### src/rtl/pwcs_pkg.sv
package pwcs_pkg;

	typedef enum logic [1:0] {
		MODE_WRITE   = 2'd0,
		MODE_TIMER   = 2'd1,
		MODE_QUARTER = 2'd2,
		MODE_HALF    = 2'd3
	} mode_t;

	typedef enum logic [1:0] {
		REG_CONTROL = 2'd0,
		REG_SWEEP   = 2'd1,
		REG_PER_LO  = 2'd2,
		REG_PER_HI  = 2'd3
	} reg_sel_t;

	typedef struct packed {
		mode_t       mode;
		logic [1:0]  reg_index;
		logic [7:0]  write_data;
	} item_t;

	typedef struct packed {
		logic [3:0]  sample;
		logic        length_active;
		logic        sweep_muting;
	} result_t;

	// Channel state seen by the result stage (period travels on its own port).
	typedef struct packed {
		logic [1:0]  duty_select;
		logic [2:0]  step_position;
		logic        constant_flag;
		logic [3:0]  volume_level;
		logic [3:0]  decay_level;
		logic        length_nonzero;
		logic        sweep_down;
		logic [2:0]  sweep_amount;
	} chan_view_t;

	localparam logic [3:0] ENV_MAX = 4'hF;
	localparam logic [2:0] MUTE_MIN_PERIOD_MSB = 3'd3; // period below 8 mutes
	localparam int unsigned PER_HI_WIDTH = 11;

	function automatic logic [7:0] length_lookup(input logic [4:0] idx);
		logic [7:0] v;
		case (idx)
			5'd0:  v = 8'd10;
			5'd1:  v = 8'd254;
			5'd2:  v = 8'd20;
			5'd3:  v = 8'd2;
			5'd4:  v = 8'd40;
			5'd5:  v = 8'd4;
			5'd6:  v = 8'd80;
			5'd7:  v = 8'd6;
			5'd8:  v = 8'd160;
			5'd9:  v = 8'd8;
			5'd10: v = 8'd60;
			5'd11: v = 8'd10;
			5'd12: v = 8'd14;
			5'd13: v = 8'd12;
			5'd14: v = 8'd26;
			5'd15: v = 8'd14;
			5'd16: v = 8'd12;
			5'd17: v = 8'd16;
			5'd18: v = 8'd24;
			5'd19: v = 8'd18;
			5'd20: v = 8'd48;
			5'd21: v = 8'd20;
			5'd22: v = 8'd96;
			5'd23: v = 8'd22;
			5'd24: v = 8'd192;
			5'd25: v = 8'd24;
			5'd26: v = 8'd72;
			5'd27: v = 8'd26;
			5'd28: v = 8'd16;
			5'd29: v = 8'd28;
			5'd30: v = 8'd32;
			default: v = 8'd30;
		endcase
		return v;
	endfunction

	function automatic logic duty_bit(input logic [1:0] sel, input logic [2:0] step);
		logic [7:0] row;
		case (sel)
			2'd0: row = 8'b0000_0010;
			2'd1: row = 8'b0000_0110;
			2'd2: row = 8'b0001_1110;
			default: row = 8'b1111_1001;
		endcase
		return row[step];
	endfunction

endpackage

### src/rtl/pwcs_sweep.sv
module pwcs_sweep
	import pwcs_pkg::*;
#(
	parameter int unsigned PERIOD_WIDTH = 11
) (
	input  logic [PERIOD_WIDTH-1:0] period,
	input  logic [2:0]              amount,
	input  logic                    down,
	input  logic                    extra_one,
	output logic [PERIOD_WIDTH-1:0] target,
	output logic                    mute
);

	logic [PERIOD_WIDTH-1:0] change;
	logic [PERIOD_WIDTH:0]   sum;
	logic [PERIOD_WIDTH:0]   sub;
	logic [PERIOD_WIDTH:0]   per_ext;
	logic [PERIOD_WIDTH:0]   diff;

	always_comb begin
		change  = period >> amount;
		per_ext = {1'b0, period};
		sum     = per_ext + {1'b0, change};
		sub     = {1'b0, change} + {{PERIOD_WIDTH{1'b0}}, extra_one};
		// clamp at zero when the change plus the extra one exceeds the period
		diff    = (sub > per_ext) ? '0 : (per_ext - sub);
		target  = down ? diff[PERIOD_WIDTH-1:0] : sum[PERIOD_WIDTH-1:0];
		mute    = (period[PERIOD_WIDTH-1:MUTE_MIN_PERIOD_MSB] == '0) || (!down && sum[PERIOD_WIDTH]);
	end

endmodule

### src/rtl/pwcs_core.sv
module pwcs_core
	import pwcs_pkg::*;
#(
	parameter int unsigned PERIOD_WIDTH = 11
) (
	input  logic                    clk,
	input  logic                    arst_n,
	input  logic                    advance,
	input  item_t                   item,
	input  logic                    extra_one,
	output chan_view_t              view,
	output logic [PERIOD_WIDTH-1:0] period
);

	logic [1:0]              duty_q, duty_n;
	logic                    const_q, const_n;
	logic [3:0]              vol_q, vol_n;
	logic                    halt_q, halt_n;
	logic                    swp_on_q, swp_on_n;
	logic [2:0]              swp_rate_q, swp_rate_n;
	logic                    swp_down_q, swp_down_n;
	logic [2:0]              swp_amt_q, swp_amt_n;
	logic                    swp_reload_q, swp_reload_n;
	logic [2:0]              swp_cnt_q, swp_cnt_n;
	logic [PERIOD_WIDTH-1:0] per_q, per_n;
	logic [PERIOD_WIDTH-1:0] per_cnt_q, per_cnt_n;
	logic [2:0]              step_q, step_n;
	logic [7:0]              len_q, len_n;
	logic                    env_start_q, env_start_n;
	logic [3:0]              env_cnt_q, env_cnt_n;
	logic [3:0]              decay_q, decay_n;

	logic [PERIOD_WIDTH-1:0]  swp_target;
	logic                     swp_mute;
	logic [PER_HI_WIDTH-1:0]  per_hi_val;

	pwcs_sweep #(.PERIOD_WIDTH(PERIOD_WIDTH)) u_sweep (
		.period    (per_q),
		.amount    (swp_amt_q),
		.down      (swp_down_q),
		.extra_one (extra_one),
		.target    (swp_target),
		.mute      (swp_mute)
	);

	always_comb begin
		duty_n       = duty_q;
		const_n      = const_q;
		vol_n        = vol_q;
		halt_n       = halt_q;
		swp_on_n     = swp_on_q;
		swp_rate_n   = swp_rate_q;
		swp_down_n   = swp_down_q;
		swp_amt_n    = swp_amt_q;
		swp_reload_n = swp_reload_q;
		swp_cnt_n    = swp_cnt_q;
		per_n        = per_q;
		per_cnt_n    = per_cnt_q;
		step_n       = step_q;
		len_n        = len_q;
		env_start_n  = env_start_q;
		env_cnt_n    = env_cnt_q;
		decay_n      = decay_q;
		per_hi_val   = {item.write_data[2:0], per_q[7:0]};

		case (item.mode)
			MODE_WRITE: begin
				case (reg_sel_t'(item.reg_index))
					REG_CONTROL: begin
						vol_n   = item.write_data[3:0];
						const_n = item.write_data[4];
						halt_n  = item.write_data[5];
						duty_n  = item.write_data[7:6];
					end
					REG_SWEEP: begin
						swp_amt_n    = item.write_data[2:0];
						swp_down_n   = item.write_data[3];
						swp_rate_n   = item.write_data[6:4];
						swp_on_n     = item.write_data[7];
						swp_reload_n = 1'b1;
					end
					REG_PER_LO: begin
						per_n[7:0] = item.write_data;
					end
					default: begin
						// upper period bits beyond the register are cleared
						len_n       = length_lookup(item.write_data[7:3]);
						per_n       = PERIOD_WIDTH'(per_hi_val);
						per_cnt_n   = PERIOD_WIDTH'(per_hi_val);
						step_n      = '0;
						env_start_n = 1'b1;
					end
				endcase
			end
			MODE_TIMER: begin
				if (per_cnt_q == '0) begin
					per_cnt_n = per_q;
					step_n    = step_q + 3'd1;
				end else begin
					per_cnt_n = per_cnt_q - PERIOD_WIDTH'(1);
				end
			end
			MODE_QUARTER: begin
				if (env_start_q) begin
					env_start_n = 1'b0;
					decay_n     = ENV_MAX;
					env_cnt_n   = vol_q;
				end else if (env_cnt_q != '0) begin
					env_cnt_n = env_cnt_q - 4'd1;
				end else begin
					env_cnt_n = vol_q;
					if (decay_q != '0)
						decay_n = decay_q - 4'd1;
					else if (halt_q)
						decay_n = ENV_MAX;
				end
			end
			default: begin
				if (len_q != '0 && !halt_q)
					len_n = len_q - 8'd1;
				if (swp_cnt_q == '0 && swp_on_q && swp_amt_q != '0 && !swp_mute)
					per_n = swp_target;
				if (swp_cnt_q == '0 || swp_reload_q) begin
					swp_cnt_n    = swp_rate_q;
					swp_reload_n = 1'b0;
				end else begin
					swp_cnt_n = swp_cnt_q - 3'd1;
				end
			end
		endcase
	end

	always_ff @(posedge clk or negedge arst_n) begin
		if (!arst_n) begin
			duty_q       <= '0;
			const_q      <= 1'b0;
			vol_q        <= '0;
			halt_q       <= 1'b0;
			swp_on_q     <= 1'b0;
			swp_rate_q   <= '0;
			swp_down_q   <= 1'b0;
			swp_amt_q    <= '0;
			swp_reload_q <= 1'b0;
			swp_cnt_q    <= '0;
			per_q        <= '0;
			per_cnt_q    <= '0;
			step_q       <= '0;
			len_q        <= '0;
			env_start_q  <= 1'b0;
			env_cnt_q    <= '0;
			decay_q      <= '0;
		end else if (advance) begin
			duty_q       <= duty_n;
			const_q      <= const_n;
			vol_q        <= vol_n;
			halt_q       <= halt_n;
			swp_on_q     <= swp_on_n;
			swp_rate_q   <= swp_rate_n;
			swp_down_q   <= swp_down_n;
			swp_amt_q    <= swp_amt_n;
			swp_reload_q <= swp_reload_n;
			swp_cnt_q    <= swp_cnt_n;
			per_q        <= per_n;
			per_cnt_q    <= per_cnt_n;
			step_q       <= step_n;
			len_q        <= len_n;
			env_start_q  <= env_start_n;
			env_cnt_q    <= env_cnt_n;
			decay_q      <= decay_n;
		end
	end

	always_comb begin
		view.duty_select    = duty_q;
		view.step_position  = step_q;
		view.constant_flag  = const_q;
		view.volume_level   = vol_q;
		view.decay_level    = decay_q;
		view.length_nonzero = (len_q != '0);
		view.sweep_down     = swp_down_q;
		view.sweep_amount   = swp_amt_q;
		period              = per_q;
	end

endmodule

### src/rtl/pwcs_result.sv
module pwcs_result
	import pwcs_pkg::*;
#(
	parameter int unsigned PERIOD_WIDTH = 11
) (
	input  logic                    clk,
	input  logic                    arst_n,
	input  logic                    item_valid,
	output logic                    item_ready,
	input  chan_view_t              view,
	input  logic [PERIOD_WIDTH-1:0] period,
	input  logic                    extra_one,
	output logic                    pend_s1,
	output logic                    result_valid,
	input  logic                    result_ready,
	output result_t                 result
);

	logic                    pend_q;
	logic                    out_valid_q;
	result_t                 out_q;
	result_t                 res_n;
	logic                    move;
	logic                    mute;
	logic [PERIOD_WIDTH-1:0] unused_target;

	pwcs_sweep #(.PERIOD_WIDTH(PERIOD_WIDTH)) u_sweep (
		.period    (period),
		.amount    (view.sweep_amount),
		.down      (view.sweep_down),
		.extra_one (extra_one),
		.target    (unused_target),
		.mute      (mute)
	);

	always_comb begin
		res_n.sample        = '0;
		res_n.length_active = view.length_nonzero;
		res_n.sweep_muting  = mute;
		if (view.length_nonzero && !mute && duty_bit(view.duty_select, view.step_position))
			res_n.sample = view.constant_flag ? view.volume_level : view.decay_level;
		if (unused_target == '0)
			res_n.sweep_muting = mute;
	end

	// state already reflects the pending item; move it to the output register
	assign move       = pend_q && (!out_valid_q || result_ready);
	assign item_ready = !pend_q || move;

	always_ff @(posedge clk or negedge arst_n) begin
		if (!arst_n) begin
			pend_q      <= 1'b0;
			out_valid_q <= 1'b0;
		end else begin
			if (item_valid && item_ready)
				pend_q <= 1'b1;
			else if (move)
				pend_q <= 1'b0;
			if (move)
				out_valid_q <= 1'b1;
			else if (result_ready)
				out_valid_q <= 1'b0;
		end
	end

	always_ff @(posedge clk) begin
		if (move)
			out_q <= res_n;
	end

	assign pend_s1      = pend_q;
	assign result_valid = out_valid_q;
	assign result       = out_q;

endmodule

### src/rtl/pulse_wave_channel_sweep.sv
// A result passes through the state update (pending stage), then the result
// register.
// Throughput: one item per cycle; the input stalls only when both the pending
// stage and the result register are full and the result is not taken.
// Reset (arst_n low, asynchronous): all channel state, the negate option and both
// valid flags clear to zero.
module pulse_wave_channel_sweep
	import pwcs_pkg::*;
#(
	parameter int unsigned PERIOD_WIDTH = 11
) (
	input  logic    clk,
	input  logic    arst_n,
	input  logic    item_valid,
	output logic    item_ready,
	input  item_t   item,
	output logic    result_valid,
	input  logic    result_ready,
	output result_t result,
	input  logic    cfg_valid,
	output logic    cfg_ready,
	input  logic    cfg_data
);

	logic                    extra_one_q;
	logic                    advance;
	logic                    pend_s1;
	chan_view_t              view;
	logic [PERIOD_WIDTH-1:0] period;

	assign cfg_ready = 1'b1;
	assign advance   = item_valid && item_ready;

	always_ff @(posedge clk or negedge arst_n) begin
		if (!arst_n)
			extra_one_q <= 1'b0;
		else if (cfg_valid && cfg_ready)
			extra_one_q <= cfg_data;
	end

	pwcs_core #(.PERIOD_WIDTH(PERIOD_WIDTH)) u_core (
		.clk       (clk),
		.arst_n    (arst_n),
		.advance   (advance),
		.item      (item),
		.extra_one (extra_one_q),
		.view      (view),
		.period    (period)
	);

	pwcs_result #(.PERIOD_WIDTH(PERIOD_WIDTH)) u_result (
		.clk          (clk),
		.arst_n       (arst_n),
		.item_valid   (item_valid),
		.item_ready   (item_ready),
		.view         (view),
		.period       (period),
		.extra_one    (extra_one_q),
		.pend_s1      (pend_s1),
		.result_valid (result_valid),
		.result_ready (result_ready),
		.result       (result)
	);

	a_accept_fills_stage: assert property (@(posedge clk) disable iff (!arst_n)
		advance |=> pend_s1)
		else $error("item transfer did not fill the pending stage");

	a_no_overrun: assert property (@(posedge clk) disable iff (!arst_n)
		!(advance && pend_s1 && result_valid && !result_ready))
		else $error("item accepted while pending result had nowhere to go");

	a_sample_gated: assert property (@(posedge clk) disable iff (!arst_n)
		(result_valid && result.sample != '0) |-> (result.length_active && !result.sweep_muting))
		else $error("nonzero sample while length is zero or sweep mutes");

endmodule

### config.mk
export PLATFORM = sky130hd
export DESIGN_NAME = pulse_wave_channel_sweep
export DESIGN_NICKNAME = d
export VERILOG_FILES = /design/src/rtl/pwcs_pkg.sv /design/src/rtl/pwcs_sweep.sv /design/src/rtl/pwcs_core.sv /design/src/rtl/pwcs_result.sv /design/src/rtl/pulse_wave_channel_sweep.sv
export SDC_FILE = /design/constraint.sdc
export NUM_CORES = 1
export LEC_CHECK = 0
export BUFFER_PORTS_ARGS = -buffer_cell sky130_fd_sc_hd__buf_2
export CELL_PAD_IN_SITES_DETAIL_PLACEMENT = 1
export CELL_PAD_IN_SITES_GLOBAL_PLACEMENT = 2
export CORE_ASPECT_RATIO = 2
export CORE_MARGIN = 4
export CORE_UTILIZATION = 35
export DETAILED_ROUTE_END_ITERATION = 10
export GPL_TIMING_DRIVEN = 1
export PLACE_DENSITY = 0.82
export SLEW_MARGIN = 20
export SYNTH_ARGS = -nofsm -noshare
export SYNTH_HDL_FRONTEND = slang
export SYNTH_SLANG_ARGS = --single-unit
### constraint.sdc
create_clock -name clk -period 4.6 [get_ports clk]
set_clock_uncertainty 0.05 [all_clocks]
set_input_delay 0.23 -clock clk [delete_from_list [all_inputs] [get_ports clk]]
set_output_delay 0.23 -clock clk [all_outputs]
set_load 0.02 [all_outputs]
==> results of run 1 <==
layer usage:
layer  up-vias  GRT usage  wire length [um]
li1       2683          -                 -
met1      2843      0.205              6990
met2       121      0.423             12100
met3        70     0.0272               460
met4         0      0.131              1290
met5         -          0                 0
critical path, cell delays in order (launching register included):
cell,delay [ps]
dfrtp_2,410
inv_1,70
mux4_2,450
o21ai_1,180
ha_1,230
ha_2,230
nand4_2,130
or3_4,430
nor4b_2,250
xor2_1,110
ha_1,370
nand4_1,100
nor3_1,270
a21oi_1,80
o32ai_1,150
o41a_1,190
buf_4,210
a221oi_2,90
a311oi_1,300
timing repair:
action,4_1_cts,5_1_grt
resized for setup,0,4
hold buffers,0,0
endpoints found under the setup margin,0,11
kinds of logic (layout without fill, tap and decap cells):
kind of cell	Yosys count	after routing	share of synthesized area
muxes	39	39	0.0797
buffers and inverters	94	122	0.0735
and+or+nand+nor	245	245	0.199
other	1	1	0.000599
DFF	71	71	0.289
AOI/OAI and AO/OA	207	207	0.212
xor gates and xnor gates	25	25	0.0350
adders and majority gates	55	55	0.112
layout make-up:
| class | count | area [sq um] |
|---|---|---|
| multi-input combinational | 572 | 4010 |
| fill | 2091 | 10800 |
| inverter | 59 | 221 |
| timing repair buffer | 47 | 290 |
| tap | 213 | 267 |
| clock inverter | 5 | 40.0 |
| clock buffer | 11 | 253 |
| sequential | 71 | 1810 |
where the power goes:
group / switching (W) / internal (W) / total, W
Clock: 0.000290 / 0.000397 / 0.000687
Sequential: 0.000282 / 0.000858 / 0.00114
Combinational: 0.00219 / 0.00149 / 0.00367
registers in the layout (all words and copies together), names as in the netlist, 2 cells and up:
signal / count
u_core.per_cnt_q: 11
u_core.duty_q: 2
u_core.vol_q: 4
u_core.env_cnt_q: 4
u_core.swp_amt_q: 3
u_core.len_q: 8
u_result.result: 6
u_core.decay_q: 4
u_core.period: 11
u_core.swp_cnt_q: 3
u_core.step_q: 3
u_core.swp_rate_q: 3
placed cells by master, fill, tap and decap left out, drive strengths merged, types with 13 or more instances in the layout:
cell	count
nor2	60
buf	47
nand2	59
nor2b	16
nand3	24
inv	60
mux2i	22
nor3	25
a21oi	52
xnor2	16
dfrtp	65
ha	53
o21ai	65
a31oi	13
through the flow:
step | setup TNS, ps | power, W | std cells | util
floorplan | 0 | 0.00367 | 737 | -
global placement | 0 | 0.00466 | 962 | 0.372
detailed placement | 0 | 0.00479 | 962 | 0.372
CTS | 0 | 0.00550 | 978 | 0.388
global route | -2.38 | 0.00592 | 978 | 0.389
finish | 0 | 0.00550 | 978 | 0.389
worst min path at each step:
stage               start                            to  slack [ps]  cells after the start
6_report           arst_n   u_core.len_q[1]$_DFFE_PN0P_          20                      2
5_1_grt        item_valid  u_result.pend_s1$_DFFE_PN0P_          70                      2
4_1_cts            arst_n   u_core.len_q[1]$_DFFE_PN0P_          60                      2
3_5_place_dp   item_valid  u_result.pend_s1$_DFFE_PN0P_         420                      2
3_3_place_gp   item_valid  u_result.pend_s1$_DFFE_PN0P_         400                      2
2_1_floorplan      arst_n       extra_one_q$_DFFE_PN0P_        -120                      0
synthesized netlist by cell type, drive strengths merged (7+ instances only):
cell     n
nand3   24
a31oi   13
a21oi   52
mux2i   22
mux2    11
nand2b  10
or2      7
nor2b   16
ha      53
nand4    8
nand2   59
nor2    60
clkbuf  21
o21a     7
xor2     9
xnor2   16
or3     10
dfrtp   65
o21ai   65
nor3    25
inv     59
buf     14
==> run metrics, run 1 <==
final hold vios=0; Synth Area per Inst=8.50 sq um; FFs w/ async S/R, synth=0.915; Crit Path Class=reg2reg; postcts setup bufs=0; crit path time final=4390 ps; Worst Setup End Kind=flip-flop; vias in the first global route=6,363; sequential share of the synthesized area=0.289; Mapped Cells=737; via count=5,717; Final GP Congestion=between 0.9 and 1; DR DRC count=0; synth unique cells=87; worst-path fanout max=11; CP Launch Type=flip-flop; Starting Density=0.354; first-pass GRT wire length=33,700 um; IO buf count=25; Tcrit/Tclk final=0.954; R2R Path Start=u_core.period[0]$_DFFE_PN0P_; Via density=5.85; root buffer cell=clkbuf_16; min-delay worst type=in2async; setup slack, reg-to-reg=210 ps; CTS tree=built; CTS Buf Count=9; largest net degree at the start of global routing=66; synth warn=0; CP endpoint=u_core.period[10]$_DFFE_PN0P_; First DRT Iteration DRCs=144; DP HPWL=16,900 um; H-tree levels=3; fin worst setup slack=212 ps; Pre-antenna DRT Iters=4; GRT Util Overall=0.218; die area=0.0202 sq mm; Critical Path Start=u_core.period[0]$_DFFE_PN0P_; Max-slew headroom=0.407; Nets=about 830; CTS sink cnt=71; top area cells in the synthesized netlist=dfrtp_1 26%, ha_1 11%, o21ai_0 5.0%; design area=roughly 0.007 sq mm; core area=around 0.018 sq mm; required time worst endpoint=4790 ps; Max Transition Viols Final=0; Leak=2.97 nW; Syn Nets=810; initial antenna violation count=0; final global-route overflow total=0; diode count=0; Reg clk slew, reported paths=60 ps; pwr dens=approximately 800 mW/mm^2; Area Overhead vs Synth=9.95%; # rows=slightly below 70; Primary FF master, synth=dfrtp_1; Yosys top cell area share=0.260; DP Area=around 0.0066 sq mm; Yosys top cell by area=dfrtp_1; Die Height=197 um; number of enable flip-flop cells after synthesis=6; layout cell share with drive strength beyond 1=0.141; cells on worst reg2reg path=18; synthesis-stage register bit count=71; CTS Buffer Depth=2; Hold Slack=approximately 17 ps; outcome=finished, final reports clean; Die X-Extent=between 100 and 150 um; Max-Cap Viols=0; Crit path arrival time=4570 ps; worst r2r dst=u_core.period[10]$_DFFE_PN0P_; Final ANT Viol Nets=0; pre-CTS setup slack=51.1 ps; DRT Wirelength=20,900 um; WL per Instance=21.3 um; Mapped Area=between 0.006 and 0.007 sq mm; FMAX=about 230 MHz; Worst-Margin Slew=~890 ps; later-pin clock latency in the skew report=around 350 ps; Peak VDD IR=0.000366 V; Top Ports=27; setup violators final=0
(Power assumes the default switching activity.)
==> inputs of run 2 (changes only) <==
ABC_AREA = 1   (was default)
PLACE_DENSITY = 0.86   (was 0.82)
==> run 2 against run 1 <==
  * Non-clock buffer count down 11
  * Synthesized cell count is 17% higher
  * Routed wire length grew 3.4%
  * Clock power is 3.5% higher
  * Global-route usage up 0.73 points
  * Cell count is 13% higher
  * Die area is 0.13% lower
  * Hold slack better by 94 ps
==> run metrics, run 2 <==
Final GP Congestion=0.940 (-2.3%); DP HPWL=17,800 um (+5.6%); Via density=5.42 (-7.3%); most common cell after layout, fill and taps aside=nand2_1; layout cell share with drive strength beyond 1=0.125 (-0.0160); setup violators final=0 (unchanged); hold wc startpoint=cfg_data; Commonest cells post-synth=221 x nand2_1, 110 x inv_1, 65 x dfrtp_1, 64 x o21ai_0, 54 x nor2_1; Crit Path Class=reg2reg; outcome=finished, final reports clean; Die Height=197 um (about the same); DR DRC count=0 (unchanged); First DRT Iteration DRCs=135 (-6.3%); CTS sink cnt=71 (unchanged); GRT Util Overall=0.225 (+0.00733); DRT Wirelength=21,600 um (+3.4%); Peak VDD IR=0.000292 V (-20%); most numerous cell in the Yosys netlist=nand2_1; Starting Density=0.359 (+0.00470); final hold vios=0 (unchanged); FMAX=238 MHz (+4.3%); synthesis-stage register bit count=71 (unchanged); Pre-antenna DRT Iters=4 (unchanged); final global-route overflow total=0 (unchanged); diode count=0 (unchanged); register area=0.00181 sq mm (about the same); Primary FF master, synth=dfrtp_1; CTS tree=built; top area cells in the synthesized netlist=dfrtp_1 26%, nand2_1 13%, ha_1 11%; number of enable flip-flop cells after synthesis=6 (unchanged); P_sw=0.00239 W (-13%); cells on worst reg2reg path=28 (+10); Syn Nets=937 (+16%); CTS Buf Count=9 (unchanged); Fill cells=2,195 (+5.0%); Mapped Area=0.00625 sq mm (-0.14%); Worst-Margin Slew=858 ps (-31.8 ps); synth unique cells=58 (-33%); Critical Path Max Stage Delay=540 ps (+90 ps); Final ANT Viol Nets=0 (unchanged); min-delay worst type=in2reg; synth warn=0 (unchanged); crit path time final=4210 ps (-179 ps); Yosys top cell by area=dfrtp_1; sw frac=0.512 (+0.0109); via count=5,986 (+4.7%); CP Launch Type=flip-flop; clock power share=0.152 (+0.027); Max Transition Viols Final=0 (unchanged); die area=0.0202 sq mm (-0.13%); R2R Path Start=u_core.swp_amt_q[0]$_DFFE_PN0P_; sequential share of the synthesized area=0.289 (+0.000404); Reg clk slew, reported paths=60 ps (about the same); Critical Path Start=u_core.swp_amt_q[0]$_DFFE_PN0P_; WL per Instance=19.5 um (-8.4%); Nets=963 (+16%); root buffer cell=clkbuf_16; Pint=0.00228 W (-17%); footprint of the multi-input gates=0.00382 sq mm (-4.6%); largest net degree at the start of global routing=42 (-36%); Worst Setup End Kind=flip-flop; pwr dens=679 mW/mm^2 (-15%); most used cell, CP=nand2_1; share of power burned in registers=0.240 (+0.033); Total Power=0.00467 W (-15%); Top Ports=27 (unchanged); Crit-path slowest cell=dfrtp_1; Crit path arrival time=4380 ps (-190 ps); H-tree levels=3 (unchanged); vias in the first global route=6,620 (+4.0%); postcts setup bufs=0 (unchanged); most frequent cells in the layout=221 x nand2_1, 110 x inv_1, 65 x dfrtp_1; Leak=3.45 nW (+16%); setup TNS=0 ps (unchanged); FFs w/ async S/R, synth=0.915 (unchanged); Yosys top cell area share=0.260 (+0.000364); core area=0.0174 sq mm (-1.4%); CTS Buffer Depth=2 (unchanged); WHS Path Cells=2; later-pin clock latency in the skew report=330 ps (-20 ps); Die X-Extent=103 um (about the same); required time worst endpoint=4770 ps (-20 ps); # rows=68 (-1.4%); Synth Area per Inst=7.24 sq um (-15%); Mapped Cells=864 (+17%); RSZ-0062 raised after global routing=no; worst-path fanout max=13 (+2); first-pass GRT wire length=34,600 um (+2.8%); Area Overhead vs Synth=9.88% (about the same); initial antenna violation count=0 (unchanged); Logic pwr share=0.607 (-0.061); IO buf count=25 (unchanged); Tcrit/Tclk final=0.915 (-0.0390); Max-Cap Viols=0 (unchanged); Max-slew headroom=0.428 (+0.0212)
-- run 2: cell count changes after synthesis, moves of 8 or more --
cell	before	now
clkbuf_1	17	6
inv_1	58	110
mux2_2	10	1
mux2i_1	21	0
nand2_1	58	221
nand2_2	1	13
nand2b_1	10	0
nand3_1	23	41
nor2b_1	16	0
nor3_1	24	8
or3_1	8	0
xnor2_1	16	8
-- run 2: power groups by stage --
stage / Sequential [W] / Combinational [W] / Clock [W]
after CTS: 0.00112 / 0.00285 / 0.000730
after floorplan: 0.00103 / 0.00202 / 0
final: 0.00112 / 0.00283 / 0.000711
after global placement: 0.00112 / 0.00279 / 0
after global routing: 0.00115 / 0.00318 / 0.000754
after detailed placement: 0.00113 / 0.00283 / 0
-- run 2: timing repair --
item / in CTS / in global routing
endpoints found under the setup margin: 0 / 11
hold endpoints to repair: 0 / 40
gates resized for setup: 0 / 1
hold buffers: 0 / 1
-- run 2: worst paths after layout --
check	end	slack (ps)
worst max-delay path	u_core.period[8]$_DFFE_PN0P_	390
worst min-delay path	extra_one_q$_DFFE_PN0P_	110
worst min register to register	u_core.swp_on_q$_DFFE_PN0P_	440
worst max register to register	u_core.period[8]$_DFFE_PN0P_	390
min in group asynchronous	u_core.swp_cnt_q[1]$_DFFE_PN0P_	380
max in group asynchronous	u_core.period[4]$_DFFE_PN0P_	3320
-- run 2: metal layers --
layer	wire, um	track usage
met4	1600	0.148
met3	318	0.0166
met1	7180	0.211
met5	0	0
met2	12500	0.441
-- run 2: final cells by class --
| class | instances | share of cell area |
|---|---|---|
| clock buffer | 11 | 0.0353 |
| clock inverter | 5 | 0.00838 |
| inverter | 122 | 0.0681 |
| multi-input combinational | 650 | 0.556 |
| sequential | 71 | 0.263 |
| tap | 210 | 0.0382 |
| timing repair buffer | 36 | 0.0310 |
-- run 2: cells by family (layout without fill, tap and decap cells) --
kind of cell | after synthesis | count (layout) | synth area share
other | 1 | 1 | 0.000600
buffers and inverters | 143 | 174 | 0.100
adders and majority gates | 55 | 55 | 0.112
muxes | 1 | 1 | 0.00180
DFF | 71 | 71 | 0.289
AOI/OAI and AO/OA | 175 | 175 | 0.160
and+or+nand+nor | 393 | 393 | 0.300
xor gates and xnor gates | 25 | 25 | 0.0362
-- run 2: worst max-delay path, delay by kind of cell, from the launching register on --
kind	cells	cell delay, ps
simple gates	20	1910
compound gates	2	320
flops	1	540
fa+ha+maj	3	910
buf+inv	3	350
-- run 2: through the flow --
stage | hold WS [ps] | instance area [sq um] | setup slack [ps] | utilization | instances
after floorplan | -116 | 6250 | 1280 | - | 864
after global placement | 389 | 6560 | 457 | 0.376 | 1088
after detailed placement | 404 | 6560 | 304 | 0.376 | 1088
after CTS | 45.2 | 6860 | 296 | 0.393 | 1104
after global routing | 121 | 6870 | 4.02 | 0.394 | 1105
final | 111 | 6870 | 391 | 0.394 | 1105
